[config.mk]
export PLATFORM = sky130hd
export DESIGN_NAME = base64_stream_codec
export DESIGN_NICKNAME = d
export VERILOG_FILES = /design/src/rtl/b64c_pkg.sv /design/src/rtl/b64c_front.sv /design/src/rtl/b64c_queue.sv /design/src/rtl/b64c_back.sv /design/src/rtl/base64_stream_codec.sv
export SDC_FILE = /design/constraint.sdc
export NUM_CORES = 1
export LEC_CHECK = 0
export ABC_AREA = 1
export ABC_CLOCK_PERIOD_IN_PS = 5900
export BUFFER_PORTS_ARGS = -buffer_cell sky130_fd_sc_hd__buf_4
export CAP_MARGIN = 20
export CORE_MARGIN = 2
export CORE_UTILIZATION = 60
export CTS_CLUSTER_SIZE = 28
export DETAILED_ROUTE_END_ITERATION = 6
export PLACE_DENSITY_LB_ADDON = 0.08
export SYNTH_ARGS = -nofsm -noshare
export SYNTH_HDL_FRONTEND = slang
export SYNTH_SLANG_ARGS = --single-unit
export TNS_END_PERCENT = 10
[constraint.sdc]
create_clock -name clock -period 5.9 [get_ports clock]
set_input_delay 1.18 -clock clock [delete_from_list [all_inputs] [get_ports clock]]
set_output_delay 1.18 -clock clock [all_outputs]
set_load 0.01 [all_outputs]
[src/rtl/b64c_pkg.sv]
// Shared types, constants and alphabet functions for the Base64 stream codec.
package b64c_pkg;

   localparam int unsigned QUEUE_DEPTH_DEF = 2;
   localparam int unsigned MAX_ITEMS = 4;

   localparam logic [7:0] PAD_CHAR = 8'h3D;

   typedef enum logic [1:0] {
      STATUS_DATA = 2'd0,
      STATUS_END  = 2'd1,
      STATUS_ERR  = 2'd2
   } status_type;

   // Results caused by one input transfer, slot 0 first.
   typedef struct packed {
      logic [2:0]                  count;
      logic [MAX_ITEMS-1:0][7:0]   data;
      logic [MAX_ITEMS-1:0][1:0]   status;
      logic [MAX_ITEMS-1:0]        last;
   } bundle_type;

   function automatic logic [7:0] enc_char(input logic [5:0] v);
      logic [7:0] w;
      w = {2'b00, v};
      if (v < 6'd26) begin
         return w + 8'h41;
      end else if (v < 6'd52) begin
         return w + 8'h47;
      end else if (v < 6'd62) begin
         return w - 8'h04;
      end else if (v == 6'd62) begin
         return 8'h2B;
      end
      return 8'h2F;
   endfunction

   // {valid, six-bit value}
   function automatic logic [6:0] dec_char(input logic [7:0] c);
      logic [7:0] t;
      t = 8'h00;
      if (c >= 8'h41 && c <= 8'h5A) begin
         t = c - 8'h41;
         return {1'b1, t[5:0]};
      end else if (c >= 8'h61 && c <= 8'h7A) begin
         t = c - 8'h47;
         return {1'b1, t[5:0]};
      end else if (c >= 8'h30 && c <= 8'h39) begin
         t = c + 8'h04;
         return {1'b1, t[5:0]};
      end else if (c == 8'h2B) begin
         return {1'b1, 6'd62};
      end else if (c == 8'h2F) begin
         return {1'b1, 6'd63};
      end
      return 7'd0;
   endfunction

endpackage

[src/rtl/b64c_front.sv]
// Front end: accepts transfers, tracks group state and builds result bundles.
module b64c_front (
   input  logic                clock,
   input  logic                reset,
   input  logic                csr_wr_en,
   input  logic                csr_wr_data,
   input  logic                accept,
   input  logic [7:0]          in_byte,
   input  logic                in_last,
   output logic                push,
   output b64c_pkg::bundle_type push_data
);
   import b64c_pkg::*;

   logic       dir_ff;
   logic [1:0] phase_ff, phase_in;
   logic [7:0] carry_ff, carry_in;
   logic       stopped_ff, stopped_in;
   logic       errored_ff, errored_in;
   bundle_type bnd;
   logic [6:0] dec;

   always_comb begin
      bnd        = '0;
      phase_in   = phase_ff;
      carry_in   = carry_ff;
      stopped_in = stopped_ff;
      errored_in = errored_ff;
      dec        = dec_char(in_byte);
      if (!dir_ff) begin
         case (phase_ff)
            2'd1: begin
               bnd.data[0] = enc_char({carry_ff[1:0], in_byte[7:4]});
               carry_in    = {4'b0, in_byte[3:0]};
               phase_in    = 2'd2;
               bnd.count   = 3'd1;
               if (in_last) begin
                  bnd.data[1] = enc_char({in_byte[3:0], 2'b00});
                  bnd.data[2] = PAD_CHAR;
                  bnd.last[2] = 1'b1;
                  bnd.count   = 3'd3;
               end
            end
            2'd2: begin
               bnd.data[0] = enc_char({carry_ff[3:0], in_byte[7:6]});
               bnd.data[1] = enc_char(in_byte[5:0]);
               bnd.last[1] = in_last;
               bnd.count   = 3'd2;
               carry_in    = 8'd0;
               phase_in    = 2'd0;
            end
            default: begin
               bnd.data[0] = enc_char(in_byte[7:2]);
               carry_in    = {6'b0, in_byte[1:0]};
               phase_in    = 2'd1;
               bnd.count   = 3'd1;
               if (in_last) begin
                  bnd.data[1] = enc_char({in_byte[1:0], 4'b0000});
                  bnd.data[2] = PAD_CHAR;
                  bnd.data[3] = PAD_CHAR;
                  bnd.last[3] = 1'b1;
                  bnd.count   = 3'd4;
               end
            end
         endcase
         if (in_last) begin
            phase_in = 2'd0;
            carry_in = 8'd0;
         end
      end else if (!errored_ff) begin
         if (!stopped_ff) begin
            if (in_byte == PAD_CHAR || in_byte == 8'd0 || in_byte[7]) begin
               stopped_in = 1'b1;
            end else if (!dec[6]) begin
               bnd.status[0] = STATUS_ERR;
               bnd.last[0]   = 1'b1;
               bnd.count     = 3'd1;
               errored_in    = 1'b1;
            end else begin
               case (phase_ff)
                  2'd0: begin
                     carry_in = {dec[5:0], 2'b00};
                     phase_in = 2'd1;
                  end
                  2'd1: begin
                     bnd.data[0] = carry_ff | {6'b0, dec[5:4]};
                     bnd.count   = 3'd1;
                     carry_in    = {dec[3:0], 4'b0000};
                     phase_in    = 2'd2;
                  end
                  2'd2: begin
                     bnd.data[0] = carry_ff | {4'b0, dec[5:2]};
                     bnd.count   = 3'd1;
                     carry_in    = {dec[1:0], 6'b000000};
                     phase_in    = 2'd3;
                  end
                  default: begin
                     bnd.data[0] = carry_ff | {2'b0, dec[5:0]};
                     bnd.count   = 3'd1;
                     carry_in    = 8'd0;
                     phase_in    = 2'd0;
                  end
               endcase
            end
         end
         if (in_last && !errored_in) begin
            bnd.data[bnd.count[1:0]]   = 8'd0;
            bnd.status[bnd.count[1:0]] = STATUS_END;
            bnd.last[bnd.count[1:0]]   = 1'b1;
            bnd.count                  = bnd.count + 3'd1;
         end
      end
      if (dir_ff && in_last) begin
         phase_in   = 2'd0;
         carry_in   = 8'd0;
         stopped_in = 1'b0;
         errored_in = 1'b0;
      end
   end

   assign push      = accept && (bnd.count != 3'd0);
   assign push_data = bnd;

   always_ff @(posedge clock) begin
      if (reset) begin
         dir_ff     <= 1'b0;
         phase_ff   <= 2'd0;
         carry_ff   <= 8'd0;
         stopped_ff <= 1'b0;
         errored_ff <= 1'b0;
      end else if (csr_wr_en) begin
         dir_ff     <= csr_wr_data;
         phase_ff   <= 2'd0;
         carry_ff   <= 8'd0;
         stopped_ff <= 1'b0;
         errored_ff <= 1'b0;
      end else if (accept) begin
         phase_ff   <= phase_in;
         carry_ff   <= carry_in;
         stopped_ff <= stopped_in;
         errored_ff <= errored_in;
      end
   end

endmodule

[src/rtl/b64c_queue.sv]
// Small bundle queue between the front end and the output sequencer.
module b64c_queue #(
   parameter int unsigned DEPTH = b64c_pkg::QUEUE_DEPTH_DEF
) (
   input  logic                 clock,
   input  logic                 reset,
   input  logic                 push,
   input  b64c_pkg::bundle_type push_data,
   input  logic                 pop,
   output b64c_pkg::bundle_type head,
   output logic                 full,
   output logic                 empty
);
   import b64c_pkg::*;

   localparam int unsigned PTR_W = $clog2(DEPTH);
   localparam int unsigned CNT_W = $clog2(DEPTH + 1);
   localparam logic [PTR_W-1:0] LAST_PTR = PTR_W'(DEPTH - 1);
   localparam logic [CNT_W-1:0] FULL_CNT = CNT_W'(DEPTH);

   bundle_type           mem [DEPTH];
   logic [PTR_W-1:0]     wr_ptr_ff, rd_ptr_ff;
   logic [CNT_W-1:0]     count_ff;

   assign full  = (count_ff == FULL_CNT);
   assign empty = (count_ff == '0);
   assign head  = mem[rd_ptr_ff];

   always_ff @(posedge clock) begin
      if (push) begin
         mem[wr_ptr_ff] <= push_data;
      end
   end

   always_ff @(posedge clock) begin
      if (reset) begin
         wr_ptr_ff <= '0;
         rd_ptr_ff <= '0;
         count_ff  <= '0;
      end else begin
         if (push) begin
            wr_ptr_ff <= (wr_ptr_ff == LAST_PTR) ? '0 : wr_ptr_ff + 1'b1;
         end
         if (pop) begin
            rd_ptr_ff <= (rd_ptr_ff == LAST_PTR) ? '0 : rd_ptr_ff + 1'b1;
         end
         if (push && !pop) begin
            count_ff <= count_ff + 1'b1;
         end else if (pop && !push) begin
            count_ff <= count_ff - 1'b1;
         end
      end
   end

endmodule

[src/rtl/b64c_back.sv]
// Output sequencer: walks each bundle and drives the registered result channel.
module b64c_back (
   input  logic                 clock,
   input  logic                 reset,
   input  b64c_pkg::bundle_type head,
   input  logic                 empty,
   output logic                 pop,
   output logic                 rsp_tvalid,
   input  logic                 rsp_tready,
   output logic [7:0]           rsp_tdata,
   output logic [1:0]           rsp_tuser,
   output logic                 rsp_tlast
);
   import b64c_pkg::*;

   logic [1:0] idx_ff;
   logic       valid_ff;
   logic [7:0] data_ff;
   logic [1:0] user_ff;
   logic       last_ff;
   logic       load;
   logic       at_end;

   assign load   = !empty && (!valid_ff || rsp_tready);
   assign at_end = ({1'b0, idx_ff} == head.count - 3'd1);
   assign pop    = load && at_end;

   always_ff @(posedge clock) begin
      if (load) begin
         data_ff <= head.data[idx_ff];
         user_ff <= head.status[idx_ff];
         last_ff <= head.last[idx_ff];
      end
   end

   always_ff @(posedge clock) begin
      if (reset) begin
         valid_ff <= 1'b0;
         idx_ff   <= 2'd0;
      end else begin
         if (load) begin
            valid_ff <= 1'b1;
            idx_ff   <= at_end ? 2'd0 : idx_ff + 2'd1;
         end else if (rsp_tready) begin
            valid_ff <= 1'b0;
         end
      end
   end

   assign rsp_tvalid = valid_ff;
   assign rsp_tdata  = data_ff;
   assign rsp_tuser  = user_ff;
   assign rsp_tlast  = last_ff;

endmodule

[src/rtl/base64_stream_codec.sv]
// Base64 stream codec top level: front end, bundle queue and output sequencer.
// Encode (csr direction 0) turns bytes into characters of the standard alphabet,
// with '=' padding where the byte marked tlast leaves a group incomplete;
// decode (direction 1) turns characters into bytes and closes each message
// with an end marker (tuser 1), or reports a bad character (tuser 2) and
// drops the rest of that message. A transfer is taken every cycle while the
// queue has room; the result channel sends one item per cycle while
// rsp_tready is high, so throughput is set by it: an encoded byte yields
// 1 to 4 results (4 per 3 bytes in steady state), a decoded character at most 2.
// The first result of a transfer passes the bundle queue and output register
// before it is valid. Write the direction only while no message is in flight.
module base64_stream_codec #(
   parameter int unsigned QUEUE_DEPTH = b64c_pkg::QUEUE_DEPTH_DEF
) (
   input  logic       clock,
   input  logic       reset,
   input  logic       csr_wr_en,
   input  logic       csr_wr_data,
   input  logic       req_tvalid,
   output logic       req_tready,
   input  logic [7:0] req_tdata,   // [7:0] in_byte
   input  logic       req_tlast,
   output logic       rsp_tvalid,
   input  logic       rsp_tready,
   output logic [7:0] rsp_tdata,   // [7:0] out_byte
   output logic [1:0] rsp_tuser,   // [1:0] status
   output logic       rsp_tlast
);
   import b64c_pkg::*;

   logic       accept;
   logic       push;
   logic       pop;
   logic       full;
   logic       empty;
   bundle_type push_data;
   bundle_type head;

   assign req_tready = !full;
   assign accept     = req_tvalid && req_tready;

   b64c_front u_front (
      .clock       (clock),
      .reset       (reset),
      .csr_wr_en   (csr_wr_en),
      .csr_wr_data (csr_wr_data),
      .accept      (accept),
      .in_byte     (req_tdata),
      .in_last     (req_tlast),
      .push        (push),
      .push_data   (push_data)
   );

   b64c_queue #(.DEPTH(QUEUE_DEPTH)) u_queue (
      .clock     (clock),
      .reset     (reset),
      .push      (push),
      .push_data (push_data),
      .pop       (pop),
      .head      (head),
      .full      (full),
      .empty     (empty)
   );

   b64c_back u_back (
      .clock      (clock),
      .reset      (reset),
      .head       (head),
      .empty      (empty),
      .pop        (pop),
      .rsp_tvalid (rsp_tvalid),
      .rsp_tready (rsp_tready),
      .rsp_tdata  (rsp_tdata),
      .rsp_tuser  (rsp_tuser),
      .rsp_tlast  (rsp_tlast)
   );

endmodule

==> qor.csv <==
stage,metric,value,unit
outcome,run status,completed,
synth,syn nets,885,
clock_network,CTS tree,built,
synth,Post-synth EDFFs,63,
setup_path,r2r worst-path depth,11,
setup_path,CP Capture Type,flop,
setup_path,largest fanout on the critical path,12,
finish,ratio of cells with drive above 1 in the final layout,9.346,%
clock_network,Clock Path Buffers,2,
global_route,GR Util met3,4.453,%
global_route,gr ovfl total,0,
setup_path,critical path required time,6.15,ns
routing,Post-Route WL,20.15,mm
global_route,largest net degree at the start of global routing,28,
global_route,first-pass GRT wire length,31.53,mm
hold_path,Hold Path End,u_front.carry_ff[7],
pwr,leak pwr,2.753,nW
pwr,power per standard cell area,307.2,mW/mm^2
synth,Compound-Gate Fraction of Synth Area,17.80,%
finish,post-route insts no fill,992,
setup_path,r2r setup slk,2.31,ns
clock_network,CTS Hold Bufs,0,
synth,simple-gate share of the synthesized area,27.28,%
pwr,Tot Pwr,2.043,mW
setup_path,FF-to-FF End,u_queue.mem[0][19],
global_route,Top Usage Layer GRT,met2,
routing,drt wl/cell,20.31,um
clock_network,"Clk pin slew, worst setup/hold paths",0.08,ns
routing,detailed-route via count,6304,
clock_network,clk sinks,84,
pwr,maximum VDD drop,0.0002893,V
synth,Cell variety after synth,48,
global_route,via count of the first global-routing pass,5949,
setup_path,CP Class,in2reg,
clock_network,Resized cells post-CTS,0,
global_route,met2 GRT Util,65.67,%
die,die width,105.7,um
die,core area,0.01018,sq mm
clock_network,Worst-Skew Late Latency,0.36,ns
synth,"Seq/Total Area, Yosys",37.29,%
synth,Most used DFF post-synth,edfxtp_1,
finish,filler instances,883,
synth,largest family of logic cells by synthesized area,simple AND/OR/NAND/NOR gates,
setup_path,Worst EP arrival,4.57,ns
placed_design,IO Port Bufs,27,
synth,Adder-Cell Fraction of Synth Area,6.659,%
setup_path,critical path's largest stage delay,0.33,ns
die,FP Rows,37,
synth,largest area contributor in the netlist,edfxtp_1,
synth,dominant cells by area after synthesis,"edfxtp_1 (31%), nand2_1 (10%), nor2_1 (7.2%), dfxtp_1 (6.8%), ha_1 (6.7%)",
hold_path,hold_sp,u_front.carry_ff[7],
placed_design,Placed Area,0.006462,sq mm
sta,Final Hold Vio Count,0,
sta,RSZ-0062 raised after global routing,no,
synth,most frequent cell after synthesis,nand2_1,
synth,Synth async-reset ratio,0,%
setup_path,CP Buf/Inv Count,5,
setup_path,Worst path slowest cell,ha_1,
placed_design,Placer Congestion,0.9970,
synth,Synthesis Warnings,0,
finish,register area,0.002312,sq mm
setup_path,Worst R2R Start,u_front.phase_ff[0],
sta,# setup viols final,0,
global_route,GR Util met1,43.33,%
global_route,initial antenna violation count,0,
clock_network,Post-CTS Setup Bufs,0,
clock_network,total clock buffers created by CTS,9,
clock_network,CTS H-Tree Depth,3,
sta,final worst path period share,73.16,%
sta,Final Skew,0.01140,ns
placed_design,DP HPWL,15.19,mm
finish,footprint of the multi-input gates,0.003421,sq mm
setup_path,CP cell instances,buf_4 -> inv_1 -> ha_1 -> inv_1 -> nand2_1 -> nand2_1 -> nand2_1 -> nand3_1 -> nand2_2 -> nand4_4 -> nor2_1 -> inv_1 -> nand2_1 -> inv_1 -> ha_1 -> a31oi_1 -> a21oi_2 -> ha_1 -> a21oi_1 -> o21ai_0 -> o21ai_0 -> a21oi_1,
synth,xor and xnor fraction of the mapped netlist area,2.684,%
finish,nets,899,
die,I/O Pins,28,
sta,Hold WS,0.4769,ns
die,starting density of the core,60.88,%
routing,remaining routing DRC violations,0,
routing,Starting DRT DRC Count,892,
synth,Post-Syn Instances,837,
die,die area,0.01116,sq mm
synth,Yosys top cell area share,30.51,%
finish,design area,0.006651,sq mm
sta,TNS Setup,0,ns
finish,Area Overhead vs Synth,7.264,%
sta,Final Max Tran Viols,0,
synth,Post-Syn Area,0.006201,sq mm
hold_path,hold path depth,2,
setup_path,CP Launch Type,primary input,
hold_path,worst min-delay path class,reg2reg,
synth,syn_area_per_cell,7.409,sq um
setup_path,Stages on worst setup path,22,
synth,mux share of post-synthesis cell area,0.6659,%
finish,number of diodes,0,
routing,Routed Antenna Nets,0,
finish,Post-Route Utilization,65.31,%
sta,Tmin final,4.316,ns
routing,drt via density,6.355,
synth,Synth Register Bits,84,
die,Die Ht,105.7,um
run,Max-Cap Viols,0,
sta,Worst-Margin Slew,0.8468,ns
sta,Slew HR,43.55,%
routing,TritonRoute pass-1 iters,5,
placed_design,dpl cells,976,
sta,setup ws final,1.584,ns
setup_path,CP top delay family,simple AND/OR/NAND/NOR gates,
sta,fmax,231.7,MHz
synth,"top cells by count, synth","nand2_1 (171), nor2_1 (119), inv_1 (73)",
placed_design,pre-CTS setup slack,1.269,ns
global_route,GR Util All Layers,36.45,%
clock_network,CTS Root Cell,clkbuf_8,
-- area by class of cell --
| class | instances | area share, % |
|---|---|---|
| multi-input cells | 638 | 51.43 |
| flip-flops and latches | 84 | 34.76 |
| inverters | 87 | 4.910 |
| repair buffers | 31 | 3.499 |
| clock buffers | 13 | 2.558 |
| well taps | 136 | 2.558 |
| clock inverters | 3 | 0.2822 |
-- report_power, final --
part / total (mW) / switching [mW] / internal (mW)
clock network: 0.386 / 0.197 / 0.190
registers: 0.878 / 0.0719 / 0.806
logic: 0.779 / 0.519 / 0.261
-- how the worst max path moves through the flow --
| stage | endpoint | from | slack [ns] |
|---|---|---|---|
| floorplan | u_queue.mem[1][0] | req_tdata[6] | 1.02 |
| global placement | u_queue.count_ff[1] | req_tdata[1] | 1.41 |
| detailed placement | u_queue.count_ff[1] | req_tdata[1] | 1.27 |
| CTS | u_queue.count_ff[1] | req_tdata[1] | 1.64 |
| global route | u_queue.count_ff[1] | req_tdata[1] | 1.20 |
| finish | u_queue.count_ff[1] | req_tdata[1] | 1.58 |
-- worst min-delay path, stage by stage, from the launching register on --
cell and delay (ns):
dfxtp_1 0.32, nand2_1 0.06, a21oi_1 0.06
-- cells by family after synthesis --
family / Yosys count
compound gates: 186
buf+inv: 115
xor+xnor: 19
simple gates: 396
mux: 4
flops: 84
fa+ha+maj: 33
-- registers in the layout, summed over array words and instances, names as in the netlist, named ones only --
signal,flops
u_front.phase_ff,2
u_queue.mem,52
u_back.rsp_tvalid,1
u_front.carry_ff,8
u_back.rsp_tlast,1
u_back.idx_ff,2
u_front.dir_ff,1
u_queue.count_ff,2
u_queue.rd_ptr_ff,1
u_queue.wr_ptr_ff,1
u_back.rsp_tuser,2
u_back.rsp_tdata,8
u_front.errored_ff,1
u_front.stopped_ff,1
-- routing by layer --
metal,part of all wire (%),wire [um],vias to the layer above
met5,0,0,-
met4,4.9,983,0
met3,7.1,1427,92
met2,50,10120,393
met1,38,7617,2932
li1,-,-,2887
-- cell usage in the layout, fill, tap and decap left out, types with 21 or more instances in the layout --
| cell | instances |
|---|---|
| buf_4 | 31 |
| edfxtp_1 | 63 |
| inv_1 | 73 |
| nand3_1 | 63 |
| a21oi_1 | 61 |
| dfxtp_1 | 21 |
| nor2_1 | 117 |
| nand2_1 | 171 |
| o21ai_0 | 64 |
| ha_1 | 33 |
No activity file was read; power rests on OpenSTA's default activity.
